<file path="config.mk">
export PLATFORM = sky130hd
export DESIGN_NAME = wpsa_div
export DESIGN_NICKNAME = d
export VERILOG_FILES = /design/src/sv/wpsa_pkg.sv /design/src/sv/wpsa_div.sv
export SDC_FILE = /design/constraint.sdc
export NUM_CORES = 1
export LEC_CHECK = 0
export ABC_AREA = 1
export BUFFER_PORTS_ARGS = -buffer_cell sky130_fd_sc_hd__buf_4
export CORE_ASPECT_RATIO = 0.7
export CORE_MARGIN = 3
export CORE_UTILIZATION = 40
export DETAILED_ROUTE_END_ITERATION = 7
export SETUP_SLACK_MARGIN = 0.02
export SLEW_MARGIN = 30
export SYNTH_ARGS = -nofsm -noshare
export SYNTH_HDL_FRONTEND = slang
export SYNTH_SLANG_ARGS = --single-unit
</file>
<file path="constraint.sdc">
create_clock -name clock -period 7 [get_ports clock]
set_input_delay 1.4 -clock clock [delete_from_list [all_inputs] [get_ports clock]]
set_output_delay 1.4 -clock clock [all_outputs]
set_load 0.005 [all_outputs]
</file>
<file path="src/sv/wpsa_pkg.sv">
`timescale 1ns / 1ps
// Shared constants, types and codes of the weighted pixel sample accumulator.
package wpsa_pkg;

   localparam int MAX_TILE_W = 64;
   localparam int MAX_TILE_H = 64;
   localparam int PIX_COUNT  = MAX_TILE_W * MAX_TILE_H;
   localparam int PIX_AW     = (PIX_COUNT > 1) ? $clog2(PIX_COUNT) : 1;
   localparam int X_W        = (MAX_TILE_W > 1) ? $clog2(MAX_TILE_W) : 1;
   localparam int Y_W        = (MAX_TILE_H > 1) ? $clog2(MAX_TILE_H) : 1;

   localparam int COORD_W = 16;
   localparam int ORIG_W  = 16;
   localparam int SIZE_W  = 7;
   localparam int WGT_W   = 16;
   localparam int COLOR_W = 16;
   localparam int RES_W   = 32;
   localparam int WSUM_W  = 48;
   localparam int WT_W    = 40;
   localparam int PSUM_W  = 40;
   localparam int W_W     = 17;
   localparam int PROD_W  = W_W + COLOR_W;
   localparam int CSR_DW  = 16;
   localparam int DIV_CW  = $clog2(WSUM_W);

   typedef enum logic [1:0] {
      CSR_ORIGIN_X = 2'd0,
      CSR_ORIGIN_Y = 2'd1,
      CSR_WIDTH    = 2'd2,
      CSR_HEIGHT   = 2'd3
   } csr_index_type;

   typedef enum logic {
      FUNC_ACCUM = 1'b0,
      FUNC_READ  = 1'b1
   } func_type;

   typedef struct packed {
      logic [2:0][WSUM_W-1:0] wsum;
      logic [WT_W-1:0]        wt;
      logic [2:0][PSUM_W-1:0] psum;
   } pix_row_type;

   typedef struct packed {
      logic              en;
      logic [PIX_AW-1:0] addr;
      pix_row_type       data;
   } mem_wr_type;

   typedef struct packed {
      logic              en;
      logic [PIX_AW-1:0] addr;
   } mem_rd_type;

   typedef struct packed {
      logic              start;
      logic [WSUM_W-1:0] dividend;
      logic [WT_W-1:0]   divisor;
   } div_req_type;

   typedef struct packed {
      logic              busy;
      logic              done;
      logic [WSUM_W-1:0] quotient;
   } div_rsp_type;

   typedef enum logic [6:0] {
      ST_IDLE      = 7'b0000001,
      ST_LOCATE    = 7'b0000010,
      ST_MUL       = 7'b0000100,
      ST_WRITE     = 7'b0001000,
      ST_DIV_START = 7'b0010000,
      ST_DIV_WAIT  = 7'b0100000,
      ST_DONE      = 7'b1000000
   } state_type;

endpackage

</file>
<file path="src/sv/wpsa_div.sv">
`timescale 1ns / 1ps
// Radix-2 restoring divider, one quotient bit per cycle.
module wpsa_div import wpsa_pkg::*; (
   input  logic        clock,
   input  logic        reset,
   input  div_req_type req,
   output div_rsp_type rsp
);

   logic [WSUM_W-1:0] quo_ff;
   logic [WT_W-1:0]   rem_ff;
   logic [DIV_CW-1:0] cnt_ff;
   logic              busy_ff;
   logic              done_ff;
   logic [WT_W:0]     trial;
   logic              ge;
   logic [WT_W-1:0]   rem_in;

   always_comb begin
      trial  = {rem_ff, quo_ff[WSUM_W-1]};
      ge     = trial >= (WT_W+1)'(req.divisor);
      rem_in = ge ? WT_W'(trial - (WT_W+1)'(req.divisor)) : trial[WT_W-1:0];
   end

   always_ff @(posedge clock) begin
      if (reset) begin
         busy_ff <= 1'b0;
         done_ff <= 1'b0;
      end else begin
         done_ff <= busy_ff && (cnt_ff == DIV_CW'(WSUM_W - 1));
         if (req.start && !busy_ff) begin
            busy_ff <= 1'b1;
         end else if (busy_ff && (cnt_ff == DIV_CW'(WSUM_W - 1))) begin
            busy_ff <= 1'b0;
         end
      end
   end

   always_ff @(posedge clock) begin
      if (req.start && !busy_ff) begin
         quo_ff <= req.dividend;
         rem_ff <= '0;
         cnt_ff <= '0;
      end else if (busy_ff) begin
         quo_ff <= {quo_ff[WSUM_W-2:0], ge};
         rem_ff <= rem_in;
         cnt_ff <= cnt_ff + 1'b1;
      end
   end

   assign rsp.busy     = busy_ff;
   assign rsp.done     = done_ff;
   assign rsp.quotient = quo_ff;

endmodule

</file>
==> results.py, run 1 <==
metrics = {
    "run_status": {
        "outcome": "finished, final reports clean",
    },
    "logic_synthesis": {
        "synth_cell_type_count": 37,
        "yosys.area.top_type": "nand2_1",
        "syn-num-nets": 1365,
        "synth_seq_cells": 96,
        "synth_enable_flop_cells": 48,
        "synth_most_common_cell": "nand2_1",
        "yosys_warnings": 0,
        "syn_avg_cell_area_sq_um": 6.210,
        "synth_top_area_frac": 0.2615,
        "yosysSeqAreaShare": 0.3140,
        "synth_top_cells_by_area": "nand2_1, edfxtp_1, dfxtp_1",
        "netlist_area_sq_um": 7651,
        "synth_top_flop_cell": "edfxtp_1",
        "synth_common_cells": "nand2_1, inv_1, nand3_1, nor2_1",
        "syn_inst": 1232,
        "async_reset_ff_frac": 0,
    },
    "final_layout": {
        "final_cell_area_sq_um": 9155,
        "area_growth_pct": 19.66,
        "antenna_cells": 0,
        "fill_cells": 2043,
        "nNetsFinal": 1488,
        "drive_gt1_frac": 0.1463,
        "final_util": 0.4985,
    },
    "drt": {
        "via_per_inst": 4.748,
        "wire_per_inst_microns": 13.80,
        "totalWireLength_mm": 22.02,
        "drc": 0,
        "dr.pass1.iters": 5,
        "drtAntennaViolNets": 0,
        "vias": 7578,
        "drtIter0Drc": 589,
    },
    "floorplanning": {
        "core-area_sq_um": 18370,
        "dieArea_sq_um": 20850,
        "die_y_microns": 121.7,
        "die_x_microns": 171.3,
        "rows": 41,
        "ios": 141,
        "initial_core_util": 0.4166,
    },
    "sta": {
        "setup_viol": 0,
        "final_hold_viol_count": 0,
        "fmax_mhz": 273.2,
        "period_share": 0.5229,
        "period_minus_slack_ns": 3.660,
        "fin_hold_ws_ns": 0.4214,
        "rsz0062_at_grt": "false",
        "tightest_slew_ns": 0.7109,
        "slew_viol_final": 0,
        "slew_headroom": 0.5260,
        "fin_setup_tns_ns": 0,
        "fin_worst_skew_ns": 0.01299,
    },
    "placement": {
        "post-dp-hpwl_mm": 17.49,
        "finalWeightedCongestion": 0.9688,
        "io_buffers": 140,
        "place_area_sq_um": 8856,
    },
    "cts": {
        "h-tree-depth": 3,
        "cts_root_buf": "clkbuf_16",
        "cts_hold_buf": 0,
        "post_cts_resized": 0,
        "path_clk_slew_ns": 0.07,
        "clock_sinks": 96,
        "clock_path_buffers": 2,
        "cts_made_buffers": 9,
        "tritoncts": "done",
        "post_cts_buffers": 0,
        "clk_latency_ns": 0.36,
    },
    "worst_setup_path": {
        "critPathLaunchType": "input pin",
        "endpoint_kind": "register",
        "critPathMaxFanout": 42,
        "worstSetupPathType": "input pin to register",
        "cp.required_ns": 7.29,
        "crit_chain": "buf_4, inv_1, ha_1, a21oi_1, o21ai_1, a21oi_1, nand2_2, nor2_8, nand2_4, nand2_1, nand3_1, nand2_1",
        "crit_family": "simple AND/OR/NAND/NOR gates",
        "max_stage_delay_ns": 0.58,
        "crit_path_top_delay_cell": "nor2_8",
        "path_buf_inv": 2,
        "worstPathArrival_ns": 3.95,
    },
    "power_and_ir_drop": {
        "vdd_drop_max_mv": 0.09810,
        "power.leakage_nw": 5.125,
        "total_power_mw": 2.024,
        "p_per_area_nw_per_um2": 221.0,
    },
    "global_routing": {
        "grt_usage": 0.2119,
        "antenna_found_initial": 0,
        "grt.overflow.total": 0,
        "grt_max_degree": 50,
        "grt_pass1_wl_mm": 34.94,
        "grt_pass1_vias": 6514,
    },
    "hold_path": {
        "hp-class": "register to register",
    },
    "flow_run": {
        "cap_violations": 0,
    },
}
routing by layer:
| layer | vias to the layer above | GRT usage | wire length [microns] |
|---|---|---|---|
| li1 | 4017 | - | - |
| met1 | 3328 | 0.3594 | 12130 |
| met2 | 224 | 0.2767 | 8192 |
| met3 | 9 | 0.03503 | 1579 |
| met4 | 0 | 0.02965 | 123 |
| met5 | - | 0 | 0 |
power by group:
| group | switching [mW] | internal (mW) |
|---|---|---|
| clock network | 0.244 | 0.260 |
| registers | 0.0523 | 0.677 |
| logic | 0.476 | 0.315 |
| total | 0.772 | 1.25 |
final cells by class:
type | instances | area, sq um | area share
Multi-Input combinational cell | 881 | 4239 | 0.4630
Sequential cell | 96 | 2406 | 0.2628
Timing Repair Buffer | 144 | 1081 | 0.1181
Inverter | 223 | 837.1 | 0.09143
Tap cell | 236 | 295.3 | 0.03225
Clock buffer | 10 | 239.0 | 0.02610
Clock inverter | 6 | 57.56 | 0.006287
placed cells by master, fill, tap and decap left out, types with 3 or more instances in the layout:
cell       count
nor2_2         9
nand2_1      533
buf_4        144
a21oi_1       31
o21ai_0       11
inv_2         10
nand3_1       87
dfxtp_1       47
nand4_1        3
inv_1        211
clkbuf_16      9
nand3_2        7
o21ai_1       19
a21o_1         3
edfxtp_1      48
ha_1          41
nor3_1         4
nand2_2        4
nor2_1        70
xnor2_1       21
nand3b_1      20
worst register-to-register path, cell delays in order (launching register included):
cell and delay [ns]:
dfxtp_1 0.33, ha_1 0.33, a21oi_1 0.25, o21ai_1 0.13, a21oi_1 0.17, nand2_2 0.11, nor2_8 0.58, nand2_4 0.41
nand2_1 0.25, nand3_1 0.10, nand2_1 0.10
through the flow:
step | cells | worst slack (ns)
final | 1596 | 3.340
after global routing | 1596 | 3.093
after CTS | 1596 | 3.338
after detailed placement | 1580 | 2.970
after global placement | 1580 | 3.028
after floorplan | 1232 | 3.353
registers in the layout (all words and copies together), names as in the netlist:
| name | count |
|---|---|
| busy_ff | 1 |
| quo_ff | 48 |
| cnt_ff | 6 |
| done_ff | 1 |
| rem_ff | 40 |
cell families after synthesis:
family / count (synthesis) / synth area share
and+or+nand+nor: 744 / 0.4047
buffers and inverters: 255 / 0.1339
DFF: 96 / 0.3140
AOI/OAI and AO/OA: 73 / 0.05249
adders and majority gates: 42 / 0.06966
xor gates and xnor gates: 22 / 0.02518
path summary, 6_finish.rpt:
kind | startpoint | end | slack [ns] | cells after the start
min | cnt_ff[4]$_SDFFE_PP0P_ | done_ff$_SDFF_PP0_ | 0.42 | 1
min reg2reg | cnt_ff[4]$_SDFFE_PP0P_ | done_ff$_SDFF_PP0_ | 0.42 | 1
max reg2reg | rem_ff[35]$_SDFFE_PP0P_ | rem_ff[27]$_SDFFE_PP0P_ | 4.19 | 10
max | req[36] | rem_ff[27]$_SDFFE_PP0P_ | 3.34 | 12
(Power assumes the default switching activity.)
==> run 2, diff against run 1 <==
- clock period: 7 -> 3.1 ns (I/O delays scaled with it)
==> run 2 against run 1 <==
Combinational power is 130% higher; worst setup slack got worse by 2.8 ns; critical endpoint is now rem_ff[13]$_SDFFE_PP0P_; largest cell class unchanged; utilization increased by 0.35 points; largest power group unchanged; sequential power rose by 120%; sequential share of layout area shrank 0.21 points.
==> results.py, run 2 (synthesis results as in run 1) <==
metrics = {
    "run_status": {
        "outcome": "finished, final reports clean",
    },
    "drt": {
        "drtIter0Drc": 677,
        "wire_per_inst_microns": 14.10,
        "totalWireLength_mm": 22.62,
        "drtAntennaViolNets": 0,
        "drc": 0,
        "via_per_inst": 4.748,
        "vias": 7615,
        "dr.pass1.iters": 5,
    },
    "final_layout": {
        "final_cell_mix": "nand2_1, inv_1, buf_4",
        "largest_registers": "quo_ff (48), rem_ff (40), cnt_ff (6)",
        "final_util": 0.5020,
        "nNetsFinal": 1496,
        "layout_commonest_cell": "nand2_1",
        "largest_reg_flops": 48,
        "drive_gt1_frac": 0.1513,
        "area_growth_pct": 20.49,
        "antenna_cells": 0,
        "stdcell_count": 1604,
        "largest-register": "quo_ff",
    },
    "sta": {
        "final_hold_viol_count": 0,
        "fin_hold_ws_ns": 0.4171,
        "slew_headroom": 0.5712,
        "period_minus_slack_ns": 2.518,
        "fin_worst_skew_ns": 0.01077,
        "period_share": 0.8124,
        "slew_viol_final": 0,
        "timing.final.ws_setup_ns": 0.5816,
        "fin_setup_tns_ns": 0,
        "fmax_mhz": 397.1,
        "tightest_slew_ns": 0.6393,
        "rsz0062_at_grt": "false",
        "setup_viol": 0,
    },
    "cts": {
        "clock_sinks": 96,
        "tritoncts": "done",
        "post_cts_resized": 0,
        "cts_hold_buf": 0,
        "path_clk_slew_ns": 0.08,
        "clock_path_buffers": 2,
        "cts_made_buffers": 9,
        "clk_latency_ns": 0.36,
        "cts_root_buf": "clkbuf_16",
        "post_cts_buffers": 0,
        "h-tree-depth": 3,
    },
    "worst_setup_path": {
        "crit_family": "compound AO/OA/AOI/OAI gates",
        "reg2reg_to": "rem_ff[13]$_SDFFE_PP0P_",
        "cp.required_ns": 3.34,
        "crit_start": "req[28]",
        "setup.worst_path.end": "rem_ff[13]$_SDFFE_PP0P_",
        "path_buf_inv": 3,
        "critPathMaxFanout": 41,
        "endpoint_kind": "register",
        "crit_path_top_delay_cell": "buf_4",
        "regToRegStartpoint": "rem_ff[33]$_SDFFE_PP0P_",
        "r2r_setup_slack_ns": 0.64,
        "max_stage_delay_ns": 0.45,
        "critPathLaunchType": "input pin",
        "critical_path_depth": 12,
        "worstPathArrival_ns": 2.76,
        "crit_chain": "buf_4, inv_1, ha_1, a21oi_1, o21ai_0, nand2_1, a21oi_2, nor2_8, buf_4, nand3_1, nand3_1, o21ai_1",
        "r2r_cells": 10,
        "worstSetupPathType": "input pin to register",
    },
    "flow_run": {
        "cap_violations": 0,
    },
    "floorplanning": {
        "die_y_microns": 121.7,
        "ios": 141,
        "initial_core_util": 0.4166,
        "rows": 41,
        "die_x_microns": 171.3,
        "core-area_sq_um": 18370,
        "dieArea_sq_um": 20850,
    },
    "hold_path": {
        "worstHoldStart": "reset",
        "hp-class": "input pin to register",
    },
    "power_and_ir_drop": {
        "combinationalPowerShare": 0.398,
        "power.leakage_nw": 5.163,
        "vdd_drop_max_mv": 0.2624,
        "clockPowerShare": 0.247,
        "p_sw_frac": 0.3836,
        "p_per_area_nw_per_um2": 499.7,
        "pwr-share-seq": 0.355,
        "power.switching_mw": 1.767,
        "internal-power_mw": 2.840,
    },
    "placement": {
        "io_buffers": 140,
        "post-dp-hpwl_mm": 17.87,
        "dp_worst_setup_slack_ns": 0.2610,
        "finalWeightedCongestion": 0.9890,
        "dpl.cell_count": 1588,
    },
    "global_routing": {
        "grt_usage": 0.2169,
        "grt.overflow.total": 0,
        "antenna_found_initial": 0,
        "grt_max_degree": 49,
        "grt_pass1_vias": 6748,
        "grt_pass1_wl_mm": 35.82,
    },
}
-- run 2: power by group through the flow --
| stage | clock network (mW) | registers, mW | logic (mW) |
|---|---|---|---|
| after floorplan | 0 | 1.65 | 1.27 |
| after global placement | 0 | 1.66 | 1.81 |
| after detailed placement | 0 | 1.66 | 1.81 |
| after CTS | 1.18 | 1.63 | 1.82 |
| after global routing | 1.23 | 1.66 | 2.06 |
| final | 1.14 | 1.63 | 1.83 |
-- run 2: how the worst min path moves through the flow --
stage                           end  slack, ns  depth (start not counted)
6_report       busy_ff$_SDFFE_PP0P_       0.42                          2
5_1_grt        busy_ff$_SDFFE_PP0P_       0.41                          2
4_1_cts        busy_ff$_SDFFE_PP0P_       0.41                          2
3_5_place_dp     done_ff$_SDFF_PP0_       0.41                          1
3_3_place_gp     done_ff$_SDFF_PP0_       0.41                          1
2_1_floorplan    done_ff$_SDFF_PP0_       0.40                          1
-- run 2: metal layers --
layer  global-route usage  share of wire  up-vias
li1                     -              -     4027
met5                    0              0        -
met1               0.3646           0.55     3363
met2               0.2854           0.37      214
met3              0.03308          0.067       11
met4              0.03819         0.0077        0
-- run 2: stage by stage --
| stage | power (mW) | instance area, sq um |
|---|---|---|
| 2_1_floorplan | 2.913 | 7651 |
| 3_3_place_gp | 3.472 | 8924 |
| 3_5_place_dp | 3.470 | 8924 |
| 4_1_cts | 4.631 | 9219 |
| 5_1_grt | 4.951 | 9219 |
| 6_report | 4.607 | 9219 |
-- run 2: area by class of cell --
class	count	area (sq um)
Fill cell	1943	9146
Multi-Input combinational cell	881	4234
Sequential cell	96	2404
Timing Repair Buffer	152	1154
Inverter	223	837.1
Tap cell	236	295.3
Clock buffer	10	239.0
Clock inverter	6	56.30
==> run 3, diff against run 2 <==
- clock period: 3.1 -> 2.6 ns (I/O delays scaled with it)
==> run 3 against run 2 <==
Clock skew up 0.0013 ns; power up 21%; die area did not move; combinational power rose by 23%; critical path type is now register to register.
==> results.py, run 3 (synthesis results as in run 1) <==
metrics = {
    "drt": {
        "totalWireLength_mm": 22.99,
        "via_per_inst": 4.730,
        "wl_met1_mm": 12.48,
        "drtAntennaViolNets": 0,
        "dr.max_layer_used": "met4",
        "drc": 0,
        "wire_per_inst_microns": 14.22,
        "dr_wl_met2_mm": 8.875,
        "vias": 7649,
        "drtIter0Drc": 658,
        "dr.pass1.iters": 5,
        "wl_met3_mm": 1.455,
    },
    "cts": {
        "cts_root_buf": "clkbuf_16",
        "tritoncts": "done",
        "cts_made_buffers": 9,
        "post_cts_resized": 0,
        "cts_hold_buf": 0,
        "clock_path_buffers": 2,
        "clock_sinks": 96,
        "h-tree-depth": 3,
        "path_clk_slew_ns": 0.08,
        "post_cts_buffers": 0,
        "clk_latency_ns": 0.36,
    },
    "sta": {
        "period_share": 0.8962,
        "tightest_slew_ns": 0.6513,
        "slew_viol_final": 0,
        "fmax_mhz": 429.2,
        "timing.final.ws_setup_ns": 0.2700,
        "final_hold_viol_count": 0,
        "period_minus_slack_ns": 2.330,
        "fin_worst_skew_ns": 0.01207,
        "setup_viol": 0,
        "slew_headroom": 0.5658,
        "rsz0062_at_grt": "false",
        "fin_setup_tns_ns": 0,
    },
    "floorplanning": {
        "core-area_sq_um": 18370,
        "dieArea_sq_um": 20850,
        "die_x_microns": 171.3,
        "rows": 41,
        "die_y_microns": 121.7,
        "ios": 141,
        "initial_core_util": 0.4166,
    },
    "placement": {
        "finalWeightedCongestion": 0.9468,
        "dp_worst_setup_slack_ns": 0.03344,
        "io_buffers": 140,
        "dpl.cell_count": 1601,
        "post-dp-hpwl_mm": 18.27,
    },
    "power_and_ir_drop": {
        "p_per_area_nw_per_um2": 595.4,
        "pwr-share-seq": 0.351,
        "vdd_drop_max_mv": 0.2826,
        "clockPowerShare": 0.242,
        "power.switching_mw": 2.145,
        "internal-power_mw": 3.425,
        "total_power_mw": 5.570,
        "power.leakage_nw": 5.246,
        "p_sw_frac": 0.3851,
        "combinationalPowerShare": 0.406,
    },
    "final_layout": {
        "layout_commonest_cell": "nand2_1",
        "largest_reg_flops": 48,
        "largest_registers": "quo_ff (48), rem_ff (40), cnt_ff (6)",
        "drive_gt1_frac": 0.1586,
        "seqCellArea_sq_um": 2404,
        "stdcell_count": 1617,
        "largest-register": "quo_ff",
        "antenna_cells": 0,
        "final_cell_mix": "nand2_1, inv_1, buf_4",
        "area_growth_pct": 22.27,
        "final_util": 0.5094,
        "nNetsFinal": 1509,
        "fill_cells": 1939,
        "multi_input_area_sq_um": 4234,
    },
    "hold_path": {
        "worstHoldStart": "reset",
        "hp-class": "input pin to register",
    },
    "global_routing": {
        "grt_usage": 0.2204,
        "antenna_found_initial": 0,
        "grt_pass1_wl_mm": 36.35,
        "grt_max_degree": 66,
        "grt.overflow.total": 0,
        "grt_pass1_vias": 6917,
    },
    "worst_setup_path": {
        "cp.required_ns": 2.89,
        "worst_path_most_repeated_cell": "nand3_1",
        "crit_path_top_delay_cell": "ha_1",
        "r2r_setup_slack_ns": 0.27,
        "critPathMaxFanout": 25,
        "critPathLaunchType": "register",
        "crit_chain": "ha_1, nand2_1, nor2_1, nand2_1, nor2_1, nand3_1, nand2_2, nor2_8, buf_4, nand3_1, nand3_1, o21ai_1",
        "worstSetupPathType": "register to register",
        "worstPathArrival_ns": 2.62,
        "setup.worst_path.end": "rem_ff[0]$_SDFFE_PP0P_",
        "endpoint_kind": "register",
        "max_stage_delay_ns": 0.36,
        "crit_start": "rem_ff[31]$_SDFFE_PP0P_",
        "path_buf_inv": 1,
        "regToRegStartpoint": "rem_ff[31]$_SDFFE_PP0P_",
        "crit_family": "simple AND/OR/NAND/NOR gates",
        "reg2reg_to": "rem_ff[0]$_SDFFE_PP0P_",
        "critical_path_depth": 12,
        "r2r_cells": 12,
    },
    "run_status": {
        "outcome": "finished, final reports clean",
    },
    "flow_run": {
        "cap_violations": 0,
    },
}
run 3: changes by cell type in the layout (fill, tap and decap cells not counted), sizes merged:
cell	previous run	this run
buf	152	165
inv	225	226
clkinvlp	1	0
run 3: cell type report:
cell class	count	share of cell area
clock buffers	10	0.02448
clock inverters	6	0.005885
inverters	223	0.08947
multi-input cells	881	0.4526
flip-flops and latches	96	0.2569
well taps	236	0.03156
repair buffers	165	0.1391
run 3: metrics by stage:
| stage | area, sq um | hold WS, ns |
|---|---|---|
| after floorplan | 7652 | 0.3972 |
| after global placement | 9071 | 0.4092 |
| after detailed placement | 9071 | 0.4152 |
| after CTS | 9355 | 0.3016 |
| after global routing | 9355 | 0.3155 |
| final | 9355 | 0.3159 |
run 3: power by group through the flow:
stage	Combinational (mW)	Clock [mW]	Sequential, mW
floorplan	1.51	0	1.96
global placement	2.23	0	1.98
detailed placement	2.24	0	1.99
CTS	2.25	1.40	1.96
global route	2.53	1.44	1.99
finish	2.26	1.35	1.96
run 3: worst min path at each step:
| stage | end | slack (ns) | cells past startpoint |
|---|---|---|---|
| final | busy_ff$_SDFFE_PP0P_ | 0.32 | 2 |
| after CTS | busy_ff$_SDFFE_PP0P_ | 0.30 | 2 |
| after global placement | done_ff$_SDFF_PP0_ | 0.41 | 1 |
| after global routing | busy_ff$_SDFFE_PP0P_ | 0.32 | 2 |
| after floorplan | done_ff$_SDFF_PP0_ | 0.40 | 1 |
| after detailed placement | done_ff$_SDFF_PP0_ | 0.42 | 1 |
run 3: worst register-to-register path: stages, from the launching register on:
cell and delay [ns]:
dfxtp_1 0.33, ha_1 0.36, nand2_1 0.12, nor2_1 0.30, nand2_1 0.09, nor2_1 0.17, nand3_1 0.12, nand2_2 0.14
nor2_8 0.06, buf_4 0.24, nand3_1 0.14, nand3_1 0.09, o21ai_1 0.11
run 3: metal layers:
| layer | vias to the layer above | track usage |
|---|---|---|
| met3 | 14 | 0.03536 |
| met2 | 216 | 0.3015 |
| li1 | 4052 | - |
| met1 | 3367 | 0.3614 |
| met5 | - | 0 |
| met4 | 0 | 0.03518 |
